### config.mk
export PLATFORM = sky130hd
export DESIGN_NAME = lexer_token_dfa
export DESIGN_NICKNAME = d
export VERILOG_FILES = /design/src/sv/ltd_pkg.sv /design/src/sv/ltd_front.sv /design/src/sv/ltd_queue.sv /design/src/sv/ltd_back.sv /design/src/sv/lexer_token_dfa.sv
export SDC_FILE = /design/constraint.sdc
export NUM_CORES = 1
export LEC_CHECK = 0
export CORE_ASPECT_RATIO = 1.4
export CORE_UTILIZATION = 68
export CTS_CLUSTER_SIZE = 8
export DETAILED_ROUTE_END_ITERATION = 12
export DONT_BUFFER_PORTS = 1
export PLACE_DENSITY = 0.86
export SETUP_SLACK_MARGIN = 0.1
export SYNTH_ARGS = -nofsm -noshare
export SYNTH_HDL_FRONTEND = slang
export SYNTH_SLANG_ARGS = --single-unit
### constraint.sdc
create_clock -name clk -period 8.8 [get_ports clk]
set_input_delay 0.44 -clock clk [delete_from_list [all_inputs] [get_ports clk]]
set_output_delay 0.44 -clock clk [all_outputs]
set_load 0.01 [all_outputs]
### src/sv/ltd_pkg.sv
// Shared types and constants for the lexer token scanner.
`default_nettype none
package ltd_pkg;

  localparam int CLS_W = 4;
  localparam int STATE_W = 4;
  localparam int TOKEN_W = 4;
  localparam int COUNT_W = 9;
  localparam int POS_W = 16;
  localparam int QDEPTH = 2;
  localparam int QPTR_W = 1;
  localparam int QCNT_W = 2;

  localparam logic OP_FEED = 1'b0;
  localparam logic OP_RESTART = 1'b1;

  localparam logic [CLS_W-1:0] C_LETTER = 4'd0;
  localparam logic [CLS_W-1:0] C_DIGIT = 4'd1;
  localparam logic [CLS_W-1:0] C_BLANK = 4'd2;
  localparam logic [CLS_W-1:0] C_NL = 4'd3;
  localparam logic [CLS_W-1:0] C_SIGN = 4'd4;
  localparam logic [CLS_W-1:0] C_STAR = 4'd5;
  localparam logic [CLS_W-1:0] C_COLON = 4'd6;
  localparam logic [CLS_W-1:0] C_EQUAL = 4'd7;
  localparam logic [CLS_W-1:0] C_AMP = 4'd8;
  localparam logic [CLS_W-1:0] C_OTHER = 4'd9;

  localparam logic [STATE_W-1:0] S_START = 4'd0;
  localparam logic [STATE_W-1:0] S_IDENT = 4'd1;
  localparam logic [STATE_W-1:0] S_SPACE = 4'd2;
  localparam logic [STATE_W-1:0] S_INT = 4'd3;
  localparam logic [STATE_W-1:0] S_SIGN = 4'd4;
  localparam logic [STATE_W-1:0] S_COLON = 4'd5;
  localparam logic [STATE_W-1:0] S_EQUAL = 4'd6;
  localparam logic [STATE_W-1:0] S_EQCOL = 4'd7;
  localparam logic [STATE_W-1:0] S_CMT1 = 4'd8;
  localparam logic [STATE_W-1:0] S_CMT2 = 4'd9;
  localparam logic [STATE_W-1:0] S_CMT3 = 4'd10;
  localparam logic [STATE_W-1:0] S_AND = 4'd11;

  localparam logic [TOKEN_W-1:0] T_SPACE = 4'd0;
  localparam logic [TOKEN_W-1:0] T_IDENT = 4'd1;
  localparam logic [TOKEN_W-1:0] T_NEWLINE = 4'd2;
  localparam logic [TOKEN_W-1:0] T_INT = 4'd3;
  localparam logic [TOKEN_W-1:0] T_SIGN = 4'd4;
  localparam logic [TOKEN_W-1:0] T_COLON = 4'd5;
  localparam logic [TOKEN_W-1:0] T_EQUAL = 4'd6;
  localparam logic [TOKEN_W-1:0] T_EQASSIGN = 4'd7;
  localparam logic [TOKEN_W-1:0] T_COMMENT = 4'd8;
  localparam logic [TOKEN_W-1:0] T_DAND = 4'd9;
  localparam logic [TOKEN_W-1:0] T_ASSIGN = 4'd10;
  localparam logic [TOKEN_W-1:0] T_UNKNOWN = 4'd11;

  localparam logic signed [COUNT_W-1:0] COUNT_MAX = 9'sd255;
  localparam logic signed [COUNT_W-1:0] COUNT_NEG = -9'sd1;
  localparam logic signed [COUNT_W-1:0] COUNT_ONE = 9'sd1;
  localparam logic [POS_W-1:0] POS_RESET = 16'd1;

  typedef struct packed {
    logic op;
    logic [CLS_W-1:0] cls;
    logic [POS_W-1:0] line;
    logic [POS_W-1:0] col;
  } ltd_item_t;

endpackage
`default_nettype wire

### src/sv/ltd_front.sv
// Front end: classifies each incoming character into a scanner class.
`default_nettype none
module ltd_front (
  input  wire logic                   op,
  input  wire logic [7:0]             ch,
  input  wire logic [15:0]            start_line,
  input  wire logic [15:0]            start_col,
  output ltd_pkg::ltd_item_t          item
);
  import ltd_pkg::*;

  logic [CLS_W-1:0] cls;

  always_comb begin
    if ((ch >= 8'h61 && ch <= 8'h7a) || (ch >= 8'h41 && ch <= 8'h5a)) begin
      cls = C_LETTER;
    end else if (ch >= 8'h30 && ch <= 8'h39) begin
      cls = C_DIGIT;
    end else begin
      case (ch)
        8'h20, 8'h09: cls = C_BLANK;
        8'h0a, 8'h0d: cls = C_NL;
        8'h2a: cls = C_STAR;
        8'h3a: cls = C_COLON;
        8'h3d: cls = C_EQUAL;
        8'h26: cls = C_AMP;
        8'h2b, 8'h2d, 8'h3c, 8'h3e, 8'h21, 8'h3b, 8'h28, 8'h29,
        8'h7b, 8'h7d, 8'h5b, 8'h5d: cls = C_SIGN;
        default: cls = C_OTHER;
      endcase
    end
  end

  assign item.op = op;
  assign item.cls = cls;
  assign item.line = start_line;
  assign item.col = start_col;

endmodule
`default_nettype wire

### src/sv/ltd_queue.sv
// Short queue of classified items between the front and back ends.
`default_nettype none
module ltd_queue (
  input  wire logic               clk,
  input  wire logic               rst,
  input  wire logic               push_valid,
  output logic                    push_ready,
  input  ltd_pkg::ltd_item_t      push_item,
  output logic                    pop_valid,
  input  wire logic               pop_ready,
  output ltd_pkg::ltd_item_t      pop_item
);
  import ltd_pkg::*;

  ltd_item_t mem [QDEPTH];
  logic [QPTR_W-1:0] wr_ptr;
  logic [QPTR_W-1:0] rd_ptr;
  logic [QCNT_W-1:0] count;
  logic do_push;
  logic do_pop;

  assign push_ready = (count != QCNT_W'(QDEPTH));
  assign pop_valid = (count != '0);
  assign pop_item = mem[rd_ptr];
  assign do_push = push_valid && push_ready;
  assign do_pop = pop_valid && pop_ready;

  always_ff @(posedge clk) begin
    if (do_push) begin
      mem[wr_ptr] <= push_item;
    end
  end

  always_ff @(posedge clk) begin
    if (rst) begin
      wr_ptr <= '0;
      rd_ptr <= '0;
      count <= '0;
    end else begin
      if (do_push) begin
        wr_ptr <= wr_ptr + QPTR_W'(1);
      end
      if (do_pop) begin
        rd_ptr <= rd_ptr + QPTR_W'(1);
      end
      if (do_push && !do_pop) begin
        count <= count + QCNT_W'(1);
      end else if (do_pop && !do_push) begin
        count <= count - QCNT_W'(1);
      end
    end
  end

endmodule
`default_nettype wire

### src/sv/ltd_back.sv
// Back end: scanner automaton state, transition logic and result register.
`default_nettype none
module ltd_back (
  input  wire logic               clk,
  input  wire logic               rst,
  input  wire logic               item_valid,
  output logic                    item_ready,
  input  ltd_pkg::ltd_item_t      item,
  output logic                    res_valid,
  input  wire logic               res_ready,
  output logic                    res_more,
  output logic [3:0]              res_token_type,
  output logic signed [8:0]       res_back_count,
  output logic [15:0]             res_lexeme_line,
  output logic [15:0]             res_lexeme_col
);
  import ltd_pkg::*;

  logic [STATE_W-1:0] scan_state;
  logic [STATE_W-1:0] scan_state_next;
  logic [TOKEN_W-1:0] last_final;
  logic [TOKEN_W-1:0] last_final_next;
  logic signed [COUNT_W-1:0] put_back;
  logic signed [COUNT_W-1:0] put_back_next;
  logic signed [COUNT_W-1:0] bumped;
  logic [POS_W-1:0] lexeme_line_reg;
  logic [POS_W-1:0] lexeme_line_reg_next;
  logic [POS_W-1:0] lexeme_col_reg;
  logic [POS_W-1:0] lexeme_col_reg_next;
  logic more_next;
  logic take;

  assign item_ready = !res_valid || res_ready;
  assign take = item_valid && item_ready;
  assign bumped = (put_back < COUNT_MAX) ? put_back + COUNT_ONE : put_back;

  always_comb begin
    scan_state_next = scan_state;
    last_final_next = last_final;
    put_back_next = put_back;
    lexeme_line_reg_next = lexeme_line_reg;
    lexeme_col_reg_next = lexeme_col_reg;
    more_next = 1'b0;
    if (item.op == OP_RESTART) begin
      scan_state_next = S_START;
      last_final_next = T_UNKNOWN;
      put_back_next = '0;
      lexeme_line_reg_next = item.line;
      lexeme_col_reg_next = item.col;
      more_next = 1'b1;
    end else begin
      case (scan_state)
        S_START: begin
          put_back_next = '0;
          case (item.cls)
            C_LETTER: begin
              scan_state_next = S_IDENT;
              last_final_next = T_IDENT;
              more_next = 1'b1;
            end
            C_BLANK: begin
              scan_state_next = S_SPACE;
              last_final_next = T_SPACE;
              more_next = 1'b1;
            end
            C_DIGIT: begin
              scan_state_next = S_INT;
              last_final_next = T_INT;
              more_next = 1'b1;
            end
            C_SIGN, C_STAR: begin
              scan_state_next = S_SIGN;
              last_final_next = T_SIGN;
            end
            C_COLON: begin
              scan_state_next = S_COLON;
              last_final_next = T_COLON;
              more_next = 1'b1;
            end
            C_EQUAL: begin
              scan_state_next = S_EQUAL;
              last_final_next = T_EQUAL;
              more_next = 1'b1;
            end
            C_AMP: begin
              scan_state_next = S_AND;
              put_back_next = bumped;
              more_next = 1'b1;
            end
            C_NL: begin
              last_final_next = T_NEWLINE;
            end
            default: begin
              last_final_next = T_UNKNOWN;
            end
          endcase
        end
        S_IDENT: begin
          if (item.cls == C_LETTER || item.cls == C_DIGIT) begin
            more_next = 1'b1;
          end else begin
            put_back_next = bumped;
          end
        end
        S_SPACE: begin
          if (item.cls == C_BLANK) begin
            more_next = 1'b1;
          end else begin
            put_back_next = bumped;
          end
        end
        S_INT: begin
          if (item.cls == C_DIGIT) begin
            more_next = 1'b1;
          end else begin
            put_back_next = bumped;
          end
        end
        S_COLON: begin
          if (item.cls == C_STAR) begin
            scan_state_next = S_CMT1;
            last_final_next = T_COMMENT;
            put_back_next = '0;
            more_next = 1'b1;
          end else if (item.cls == C_EQUAL) begin
            last_final_next = T_ASSIGN;
            put_back_next = '0;
          end else begin
            put_back_next = bumped;
          end
        end
        S_EQUAL: begin
          if (item.cls == C_COLON) begin
            scan_state_next = S_EQCOL;
            last_final_next = T_EQUAL;
            put_back_next = COUNT_ONE;
            more_next = 1'b1;
          end else begin
            put_back_next = bumped;
          end
        end
        S_EQCOL: begin
          if (item.cls == C_EQUAL) begin
            last_final_next = T_EQASSIGN;
            put_back_next = COUNT_NEG;
          end else begin
            put_back_next = bumped;
          end
        end
        S_CMT1: begin
          more_next = 1'b1;
          if (item.cls == C_STAR) begin
            scan_state_next = S_CMT2;
            last_final_next = T_COMMENT;
            put_back_next = '0;
          end
        end
        S_CMT2: begin
          more_next = 1'b1;
          if (item.cls == C_COLON) begin
            scan_state_next = S_CMT3;
            last_final_next = T_COMMENT;
            put_back_next = '0;
          end else if (item.cls != C_STAR) begin
            scan_state_next = S_CMT1;
            if (item.cls != C_NL) begin
              last_final_next = T_COMMENT;
              put_back_next = '0;
            end
          end
        end
        S_AND: begin
          if (item.cls == C_AMP) begin
            last_final_next = T_DAND;
            put_back_next = COUNT_NEG;
          end else begin
            put_back_next = bumped;
          end
        end
        default: begin
          put_back_next = bumped;
        end
      endcase
    end
  end

  always_ff @(posedge clk) begin
    if (rst) begin
      scan_state <= S_START;
      last_final <= T_UNKNOWN;
      put_back <= '0;
      lexeme_line_reg <= POS_RESET;
      lexeme_col_reg <= POS_RESET;
      res_valid <= 1'b0;
    end else begin
      if (take) begin
        scan_state <= scan_state_next;
        last_final <= last_final_next;
        put_back <= put_back_next;
        lexeme_line_reg <= lexeme_line_reg_next;
        lexeme_col_reg <= lexeme_col_reg_next;
        res_valid <= 1'b1;
      end else if (res_ready) begin
        res_valid <= 1'b0;
      end
    end
  end

  always_ff @(posedge clk) begin
    if (take) begin
      res_more <= more_next;
      res_token_type <= last_final_next;
      res_back_count <= put_back_next;
      res_lexeme_line <= lexeme_line_reg_next;
      res_lexeme_col <= lexeme_col_reg_next;
    end
  end

endmodule
`default_nettype wire

### src/sv/lexer_token_dfa.sv
// Top level of the maximal-munch lexer scanner automaton.
// Each transaction on the input either feeds one character or restarts the scanner
// with the start line and column of the next lexeme, and yields exactly one result:
// whether more characters may extend the token, the type of the last final state,
// the signed count of characters to put back (saturating at 255, and -1 after the
// closing character of '&&' or '=:='), and the lexeme's start position. The block
// takes one item per clock cycle while in_ready is high; an accepted item is written
// into the queue and then, once the back end takes it, into the result register. The
// front end classifies the character, a two-entry queue decouples it from the back
// end, and the back end applies one automaton transition per cycle while its result
// register is empty or being taken, so both sides may stall independently.
`default_nettype none
module lexer_token_dfa (
  input  wire logic               clk,
  input  wire logic               rst,
  input  wire logic               in_valid,
  output logic                    in_ready,
  input  wire logic               op,
  input  wire logic [7:0]         ch,
  input  wire logic [15:0]        start_line,
  input  wire logic [15:0]        start_col,
  output logic                    out_valid,
  input  wire logic               out_ready,
  output logic                    more,
  output logic [3:0]              token_type,
  output logic signed [8:0]       back_count,
  output logic [15:0]             lexeme_line,
  output logic [15:0]             lexeme_col
);
  import ltd_pkg::*;

  ltd_item_t front_item;
  ltd_item_t queue_item;
  logic queue_valid;
  logic queue_ready;

  ltd_front u_front (
    .op         (op),
    .ch         (ch),
    .start_line (start_line),
    .start_col  (start_col),
    .item       (front_item)
  );

  ltd_queue u_queue (
    .clk        (clk),
    .rst        (rst),
    .push_valid (in_valid),
    .push_ready (in_ready),
    .push_item  (front_item),
    .pop_valid  (queue_valid),
    .pop_ready  (queue_ready),
    .pop_item   (queue_item)
  );

  ltd_back u_back (
    .clk             (clk),
    .rst             (rst),
    .item_valid      (queue_valid),
    .item_ready      (queue_ready),
    .item            (queue_item),
    .res_valid       (out_valid),
    .res_ready       (out_ready),
    .res_more        (more),
    .res_token_type  (token_type),
    .res_back_count  (back_count),
    .res_lexeme_line (lexeme_line),
    .res_lexeme_col  (lexeme_col)
  );

endmodule
`default_nettype wire

---- Word level (Yosys, flattened, before mapping) ----
Memory sizes are Yosys's and may differ from the RTL's. A register that Yosys moved wholly into a read port is not among the register bits.
Cells that the tools add are included.
word-level totals
  bits of input ports ..................... 45
  memories ................................ 1
  bits in registers ....................... 100
  bits in writable memories ............... 74
  output and inout port bits .............. 48
  logic and storage cells ................. 154
operators by class
  magnitude comparators ................... 7
  equality and inequality tests ........... 45
  add/subtract/negate cells ............... 5
  muxes and demuxes ....................... 56
  reductions and logical operators ........ 26
memories
  name         words  bits a word  rd ports  clocked after memory_dff  write ports  line             text
  u_queue.mem  2      37           1         1                         1            ltd_queue.sv:15  ltd_item_t mem [QDEPTH];
operators by type and width
  cell                   number
  $mux W9                15
  $eq A8 B6 Y1 const B   13
  $pmux W9 S10           1
  $pmux W4 S7            3
  $mux W4                18
  $eq A8 B7 Y1 const B   4
  $mux W16               2
  $pmux W4 S8            1
  $eq A4 B3 Y1 const B   7
  $eq A8 B4 Y1 const B   3
  $pmux W4 S5            1
  $eq A4 B2 Y1 const B   4
  $eq A4 B4 Y1 const B   4
  $ge A8 B7 Y1 const B   2
  $le A8 B7 Y1 const B   2
  $mux W1                12
  $reduce_or A12 Y1      1
  $add A9 B2 Y9 const B  1
  $lt A9 B9 Y1 const B   1
  $ne A3 B2 Y1 const B   3
  $ne A9 B3 Y1 const B   1
  $eq A4 B1 Y1 const B   2
  $ge A8 B6 Y1 const B   1
  $le A8 B6 Y1 const B   1
  17 further kinds       36

---- Depth between registers and ports, before layout ----
Gate-level depths: netlist of the first run.
  depth after elaboration ................. 6
  gate-level depth with buffers ........... 9
  depth with buffers taken out ............ 7

---- Cells and area by module ----
From an unflattened synthesis of the first run, not the netlist that was laid out.
second synthesis, totals
  cells, all modules ...................... 771
  area, all modules ....................... 8536.9 sq um
modules (own cells, without submodules)
  module     seq. area each (sq um)  cells an instance  area each (sq um)  instances
  ltd_back   2382.3                  531                4943.5             1
  ltd_queue  2322.2                  139                2889.0             1
  ltd_front  0.0                     101                704.4              1

---- Worst setup path after synthesis of the first run ----
Ideal clock, no wire load.
  path kind ............................... input to register
  start ................................... input out_ready
  end ..................................... register u_back.res_back_count[0] (enable)
  path buffers ............................ 2
  stages .................................. 5
  library setup time ...................... 428 ps
  setup slack ............................. 5868 ps
  arrival time ............................ 2504 ps
  cell sequence ........................... nand2b_1 -> o21ai_1 -> inv_1 -> clkbuf_1 -> buf_1
on the way
  longest elaborated chain between the ends .. 2
ends and longest elaborated chain
  item                  line                   text
  from (decl)           lexer_token_dfa.sv:23  input wire logic out_ready,
  $logic_or A1 B1 Y1    ltd_back.sv:33         assign item_ready = !res_valid || res_ready;
  $logic_and A1 B1 Y1   ltd_back.sv:34         assign take = item_valid && item_ready;
  via u_back.take       ltd_back.sv:31         logic take;
  to (signal assigned)  ltd_back.sv:213        res_back_count <= put_back_next;
  to (decl)             ltd_back.sv:13         output logic signed [8:0] res_back_count,
The timed path passes the listed nets, and every way through them passes these cells.
A chain may end at the register's enable or synchronous reset.

==> results of run 1 <==
==> critical path, stage by stage (launching register included) <==
cell and delay, ns:
dfxtp_2 0.75, buf_4 0.56, mux2_2 0.46, o21ai_0 0.25
nand2_1 0.16, o311ai_0 0.99, or3_1 0.22, a21oi_1 0.07
==> how the worst max path moves through the flow <==
stage                                            from  slack, ns                                 end
finish                                      flip-flop       5.20   u_back.scan_state[1]$_SDFFE_PP0P_
global route                                flip-flop       4.96   u_back.scan_state[3]$_SDFFE_PP0P_
CTS                                         flip-flop       5.30   u_back.scan_state[2]$_SDFFE_PP0P_
detailed placement                          flip-flop       5.39   u_back.scan_state[2]$_SDFFE_PP0P_
global placement    u_back.scan_state[0]$_SDFFE_PP0P_       5.39  u_back.res_back_count[2]$_DFFE_PP_
floorplan                                   out_ready       5.87  u_back.res_back_count[0]$_DFFE_PP_
==> Yosys cell counts (3+ instances only) <==
| library cell | n |
|---|---|
| nor3_1 | 8 |
| o2111ai_1 | 3 |
| nor3b_1 | 4 |
| nand4_1 | 6 |
| dfxtp_1 | 55 |
| a211oi_1 | 4 |
| nand3b_1 | 5 |
| mux2i_1 | 37 |
| nand2b_1 | 9 |
| o22ai_1 | 3 |
| nand2_1 | 137 |
| o21ai_1 | 10 |
| xnor2_1 | 6 |
| nor2_1 | 39 |
| o32ai_1 | 3 |
| buf_1 | 4 |
| o211ai_1 | 10 |
| clkbuf_1 | 43 |
| or3_1 | 5 |
| a21o_1 | 6 |
| buf_2 | 8 |
| and2_1 | 5 |
| a21boi_0 | 3 |
| nor2b_1 | 6 |
| xor2_1 | 5 |
| a22oi_1 | 4 |
| o31ai_1 | 6 |
| and3b_1 | 4 |
| nor4_1 | 3 |
| and3_1 | 5 |
| a21oi_1 | 65 |
| o21ai_0 | 67 |
| a31oi_1 | 15 |
| a2bb2oi_1 | 3 |
| inv_1 | 9 |
| o21bai_1 | 3 |
| nand3_1 | 17 |
| mux2_2 | 3 |
| o2bb2ai_1 | 3 |
| edfxtp_1 | 120 |
==> power by group <==
group          total (mW)  internal [mW]  switching [mW]  leakage, nW
sequential           1.38           1.17           0.206         1.58
combinational       0.832          0.254           0.578         1.14
clock               0.786          0.417           0.369        0.308
==> cell type report <==
type	count	area share
Clock buffer	17	0.0474
Clock inverter	15	0.0233
Inverter	11	0.00474
Multi-Input combinational cell	561	0.372
Sequential cell	175	0.525
Tap cell	147	0.0205
Timing Repair Buffer	8	0.00670
==> per-stage QoR <==
step           area (µm²)  power (mW)  hold WS [ns]
6_report             8970        2.99        0.0618
5_1_grt              8970        3.11        0.0622
4_1_cts              8970        2.97        0.0597
3_5_place_dp         8330        2.18         0.440
3_3_place_gp         8330        2.14         0.435
2_1_floorplan        8280        1.94         0.437
==> cells by family after synthesis <==
| kind of cell | count (synthesis) | share of synthesized area |
|---|---|---|
| mux | 40 | 0.0488 |
| fa+ha+maj | 2 | 0.00302 |
| simple gates | 275 | 0.163 |
| flops | 175 | 0.568 |
| buf+inv | 67 | 0.0325 |
| compound gates | 233 | 0.173 |
| xor+xnor | 11 | 0.0116 |
==> per-layer routing <==
| layer | vias up | GRT usage |
|---|---|---|
| met2 | 362 | 0.622 |
| met1 | 3124 | 0.381 |
| met4 | 0 | 0.174 |
| met5 | - | 0 |
| met3 | 79 | 0.0741 |
| li1 | 2926 | - |
==> metrics, run 1 <==
status completed; RR Endpoint u_back.scan_state[1]$_SDFFE_PP0P_; drt total wl 21200 µm; wl on met1 7220 µm; first-pass GRT wire length 33000 µm; chip height 133 µm; RSZ-0062 raised after global routing false; Finish-stage setup viols 0; Die W 95.3 µm; startpoint type of the worst setup path flip-flop; Vias 6491; layout cell share with drive strength beyond 1 0.0788; Setup Buffers After CTS 0; type of the worst min-delay path in -> reg; critical path endpoint category flip-flop; HPWL Detailed 13700 µm; vias in the first global route 6285; R2R setup slack 5.20 ns; DRC viols 0; worst vdd ir 0.411 mV; Syn Area/Cell 10.3 µm²; Hold Crit Depth 1; synth top area cells edfxtp_1, dfxtp_1, nand2_1; met2 WL 11300 µm; actual slew at the worst max-slew pin 1.13 ns; grt ovf 0; multi-input logic area 3340 µm²; Synth-to-Final Area Change 8.28%; Post-Syn Instances 803; filler cell count 774; pwr dens 334 nW/µm²; DRT iter0 DRCs 472; Layout Utilization 0.759; CTS tree yes; ANT nets after route 0; pre-CTS setup slack 5.39 ns; min-delay src rst; Root Driver clkbuf_16; synth unique cells 77; via-per-instance ratio 6.95; Clock Tree Buf Depth 2; maxcap violations 0; die area 12600 µm²; final hold viol count 0; Mapped Nets 850; Ys Warns 0; core area 11800 µm²; routed len/inst 22.7 µm; FF-to-FF path depth 7; commonest cells after routing, fill and taps aside nand2_1, edfxtp_1, o21ai_0, a21oi_1, dfxtp_1; nets 821; Resized Gates After CTS 0; commonest non-fill, non-tap cell in the layout nand2_1; Hold EP u_queue.count[1]$_SDFFE_PP0P_; sequential fraction of the synthesis area 0.568; Num CTS Buffers 17; port bufs 0; Period minus WS final 3.60 ns; CTS Hold Bufs 0; Crit Path Class reg -> reg; wire length on met3 1490 µm; 1st-pass router iterations 7; clk sinks 175; Slew HR 0.237; post-synthesis async set-or-reset flop share 0; register bit total from synthesis 175; Post-synth EDFFs 120; mapped cell area 8280 µm²; fin. max-slew vios 0; Initial Utilization 0.701; CP required 9.12 ns; ratio of final minimum period to clock period 0.410; Yosys top cell by area edfxtp_1; Final Worst Setup Slack 5.20 ns; Clock Latency Late Sink 0.44 ns; Sequential Area 4710 µm²; initial antenna violation count 0; routability cong. 1.00; ANT cells 0; skew final 0.0178 ns; commonest register cell after synthesis edfxtp_1; leakage power 3.03 nW; Yosys top cell area share 0.435; # IOs 93; placed cells 902; clock slew at reported path FFs 0.08 ns; Setup TNS 0 ns; largest net degree at the start of global routing 68; Max Freq 0.277 GHz; max FFs per register 74; All-Layer GR Usage 0.349; crit-path max FO 39; Rows 47; non-filler instance count after layout 934; Biggest register u_queue.mem; CP arrival 3.92 ns; htree depth 4; highest metal used met4
Power figures use the tool's default switching activity.
==> run 2, diff against run 1 <==
- CORE_UTILIZATION: 68 -> 57
- PLACE_DENSITY: 0.86 -> 0.77
- clock period: 8.8 -> 3 ns (I/O delays scaled with it)
==> run 2 against run 1 <==
  * Power rose to 3.0 times the previous value
  * Cell count rose by 10%
  * Register-to-register slack got worse by 4.9 ns
  * Critical path depth did not move
  * Sequential share of layout area fell by 3.1 points
  * Worst hold slack got worse by 0.015 ns
  * Largest power group unchanged
==> metrics, run 2 (synthesized netlist as in run 1, its figures left out) <==
1st-pass router iterations 7 (unchanged); actual slew at the worst max-slew pin 0.919 ns (-0.211 ns); All-Layer GR Usage 0.286 (-0.0630); drt total wl 21300 µm (+0.58%); Slew HR 0.387 (+0.150); CP required 3.16 ns (-5.96 ns); core area 14000 µm² (+19%); Resized Gates After CTS 0 (unchanged); commonest non-fill, non-tap cell in the layout nand2_1; chip height 145 µm (+9.1%); grt ovf 0 (unchanged); FF-to-FF path depth 7 (unchanged); max FFs per register 74 (unchanged); Critical path destination u_back.res_back_count[1]$_DFFE_PP_; routability cong. 0.990 (-1.4%); RR Endpoint u_back.res_back_count[1]$_DFFE_PP_; fin. max-slew vios 0 (unchanged); port bufs 0 (unchanged); DRT iter0 DRCs 426 (-9.7%); die area 15000 µm² (+19%); Reg power frac 0.449 (-0.011); initial antenna violation count 0 (unchanged); Rows 51 (+8.5%); startpoint type of the worst setup path flip-flop; Clock Tree Buf Depth 2 (unchanged); Vias 6629 (+2.1%); R2R setup slack 0.33 ns (-4.87 ns); Comb pwr share 0.300 (+0.022); Setup crit start u_queue.mem[0][33]$_DFFE_PP_; clk sinks 175 (unchanged); worst vdd ir 0.794 mV (+93%); filler cell count 1010 (+30%); via-per-instance ratio 6.45 (-7.1%); nets 876 (+6.7%); final hold viol count 0 (unchanged); skew final 0.0104 ns (-0.00742 ns); status completed; htree depth 4 (unchanged); crit-path max FO 10 (-74%); ANT nets after route 0 (unchanged); # IOs 93 (unchanged); Root Driver clkbuf_16; net switching power 3.39 mW (+190%); Setup TNS 0 ns (unchanged); Clock Latency Late Sink 0.42 ns (-0.02 ns); switching share of power 0.382 (-0.00252); largest net degree at the start of global routing 70 (+2.9%); ratio of final minimum period to clock period 0.891 (+0.482); Clk network pwr share 0.251 (-0.011); first-pass GRT wire length 33200 µm (+0.67%); RSZ-0062 raised after global routing false; Biggest register u_queue.mem; Die W 104 µm (+9.0%); critical path endpoint category flip-flop; Period minus WS final 2.67 ns (-0.931 ns); CP arrival 2.83 ns (-1.09 ns); DRC viols 0 (unchanged); CTS tree yes; multi-input logic area 3340 µm² (unchanged); internal power 5.47 mW (+200%); CTS Hold Bufs 34 (+34); ANT cells 0 (unchanged); Synth-to-Final Area Change 15.2%; vias in the first global route 6468 (+2.9%); commonest cells after routing, fill and taps aside nand2_1, edfxtp_1, o21ai_0, a21oi_1, dfxtp_1; Crit Path Class reg -> reg; routed len/inst 20.7 µm (-8.5%); HPWL Detailed 13800 µm (+0.95%); Initial Utilization 0.590 (-0.111); Fin Hold WS 0.0465 ns (-0.0154 ns); Num CTS Buffers 17 (unchanged); Finish-stage setup viols 0 (unchanged); worst r2r src u_queue.mem[0][33]$_DFFE_PP_; maxcap violations 0 (unchanged); Setup Buffers After CTS 0 (unchanged); Max Freq 0.374 GHz (+35%); layout cell share with drive strength beyond 1 0.0998 (+0.0210); clock slew at reported path FFs 0.07 ns (about the same); Sequential Area 4710 µm² (unchanged); pwr dens 929 nW/µm² (+180%); leakage power 3.28 nW (+8.4%); type of the worst min-delay path in -> reg
[run 2: cell types whose count changed in the layout (fill, tap and decap cells not counted)]
| cell | before | now |
|---|---|---|
| clkinv_4 | 0 | 1 |
| buf_4 | 8 | 26 |
| clkinvlp_4 | 0 | 1 |
| buf_12 | 0 | 4 |
| inv_8 | 3 | 4 |
| bufinv_16 | 1 | 0 |
| dlygate4sd3_1 | 0 | 33 |
| clkinv_8 | 5 | 4 |
| clkinv_2 | 2 | 1 |
[run 2: layout make-up]
type,instances,share of cell area
clock inverter,15,0.0194
sequential,175,0.494
timing repair buffer,63,0.0635
tap,185,0.0243
clock buffer,17,0.0446
multi-input combinational,561,0.350
inverter,11,0.00446
[run 2: power by group through the flow]
stage / sequential [mW] / combinational, mW / clock (mW)
2_1_floorplan: 3.84 / 1.87 / 0
3_3_place_gp: 4.00 / 2.48 / 0
3_5_place_dp: 4.02 / 2.54 / 0
4_1_cts: 3.97 / 2.61 / 2.24
5_1_grt: 4.04 / 2.89 / 2.34
6_report: 3.97 / 2.66 / 2.22
[run 2: critical path, stage by stage (launching register included)]
cell	delay, ns
edfxtp_1	0.56
or3b_2	0.51
a221oi_1	0.28
o31ai_1	0.19
buf_4	0.18
o31a_1	0.30
a2111oi_2	0.34
nor2_1	0.07
[run 2: stage by stage]
step	worst slack, ns	instances	power [mW]	util	cell area (µm²)
floorplan	0.197	803	5.70	-	8280
global placement	0.385	961	6.48	0.611	8570
detailed placement	0.350	961	6.56	0.611	8570
CTS	0.343	1027	8.82	0.679	9540
global route	0.143	1027	9.27	0.679	9540
finish	0.326	1027	8.85	0.679	9540
[run 2: worst min path at each step]
stage	cells past startpoint	slack (ns)	startpoint	to
4_1_cts	3	0.03	rst	u_back.put_back[6]$_SDFFE_PP0P_
3_3_place_gp	1	0.22	rst	u_back.lexeme_col_reg[7]$_SDFFE_PP0P_
5_1_grt	3	0.03	rst	u_back.put_back[6]$_SDFFE_PP0P_
6_report	2	0.05	ch[1]	u_queue.mem[1][35]$_DFFE_PP_
2_1_floorplan	0	0.25	start_col[0]	u_queue.mem[0][0]$_DFFE_PP_
3_5_place_dp	1	0.23	rst	u_back.lexeme_col_reg[9]$_SDFFE_PP0P_
[run 2: layer usage]
layer | global-route usage | vias up | wire (µm)
met5 | 0 | - | 0
met4 | 0.171 | 0 | 990
met3 | 0.0523 | 74 | 1560
met2 | 0.511 | 356 | 11000
met1 | 0.320 | 3158 | 7710
li1 | - | 3041 | -
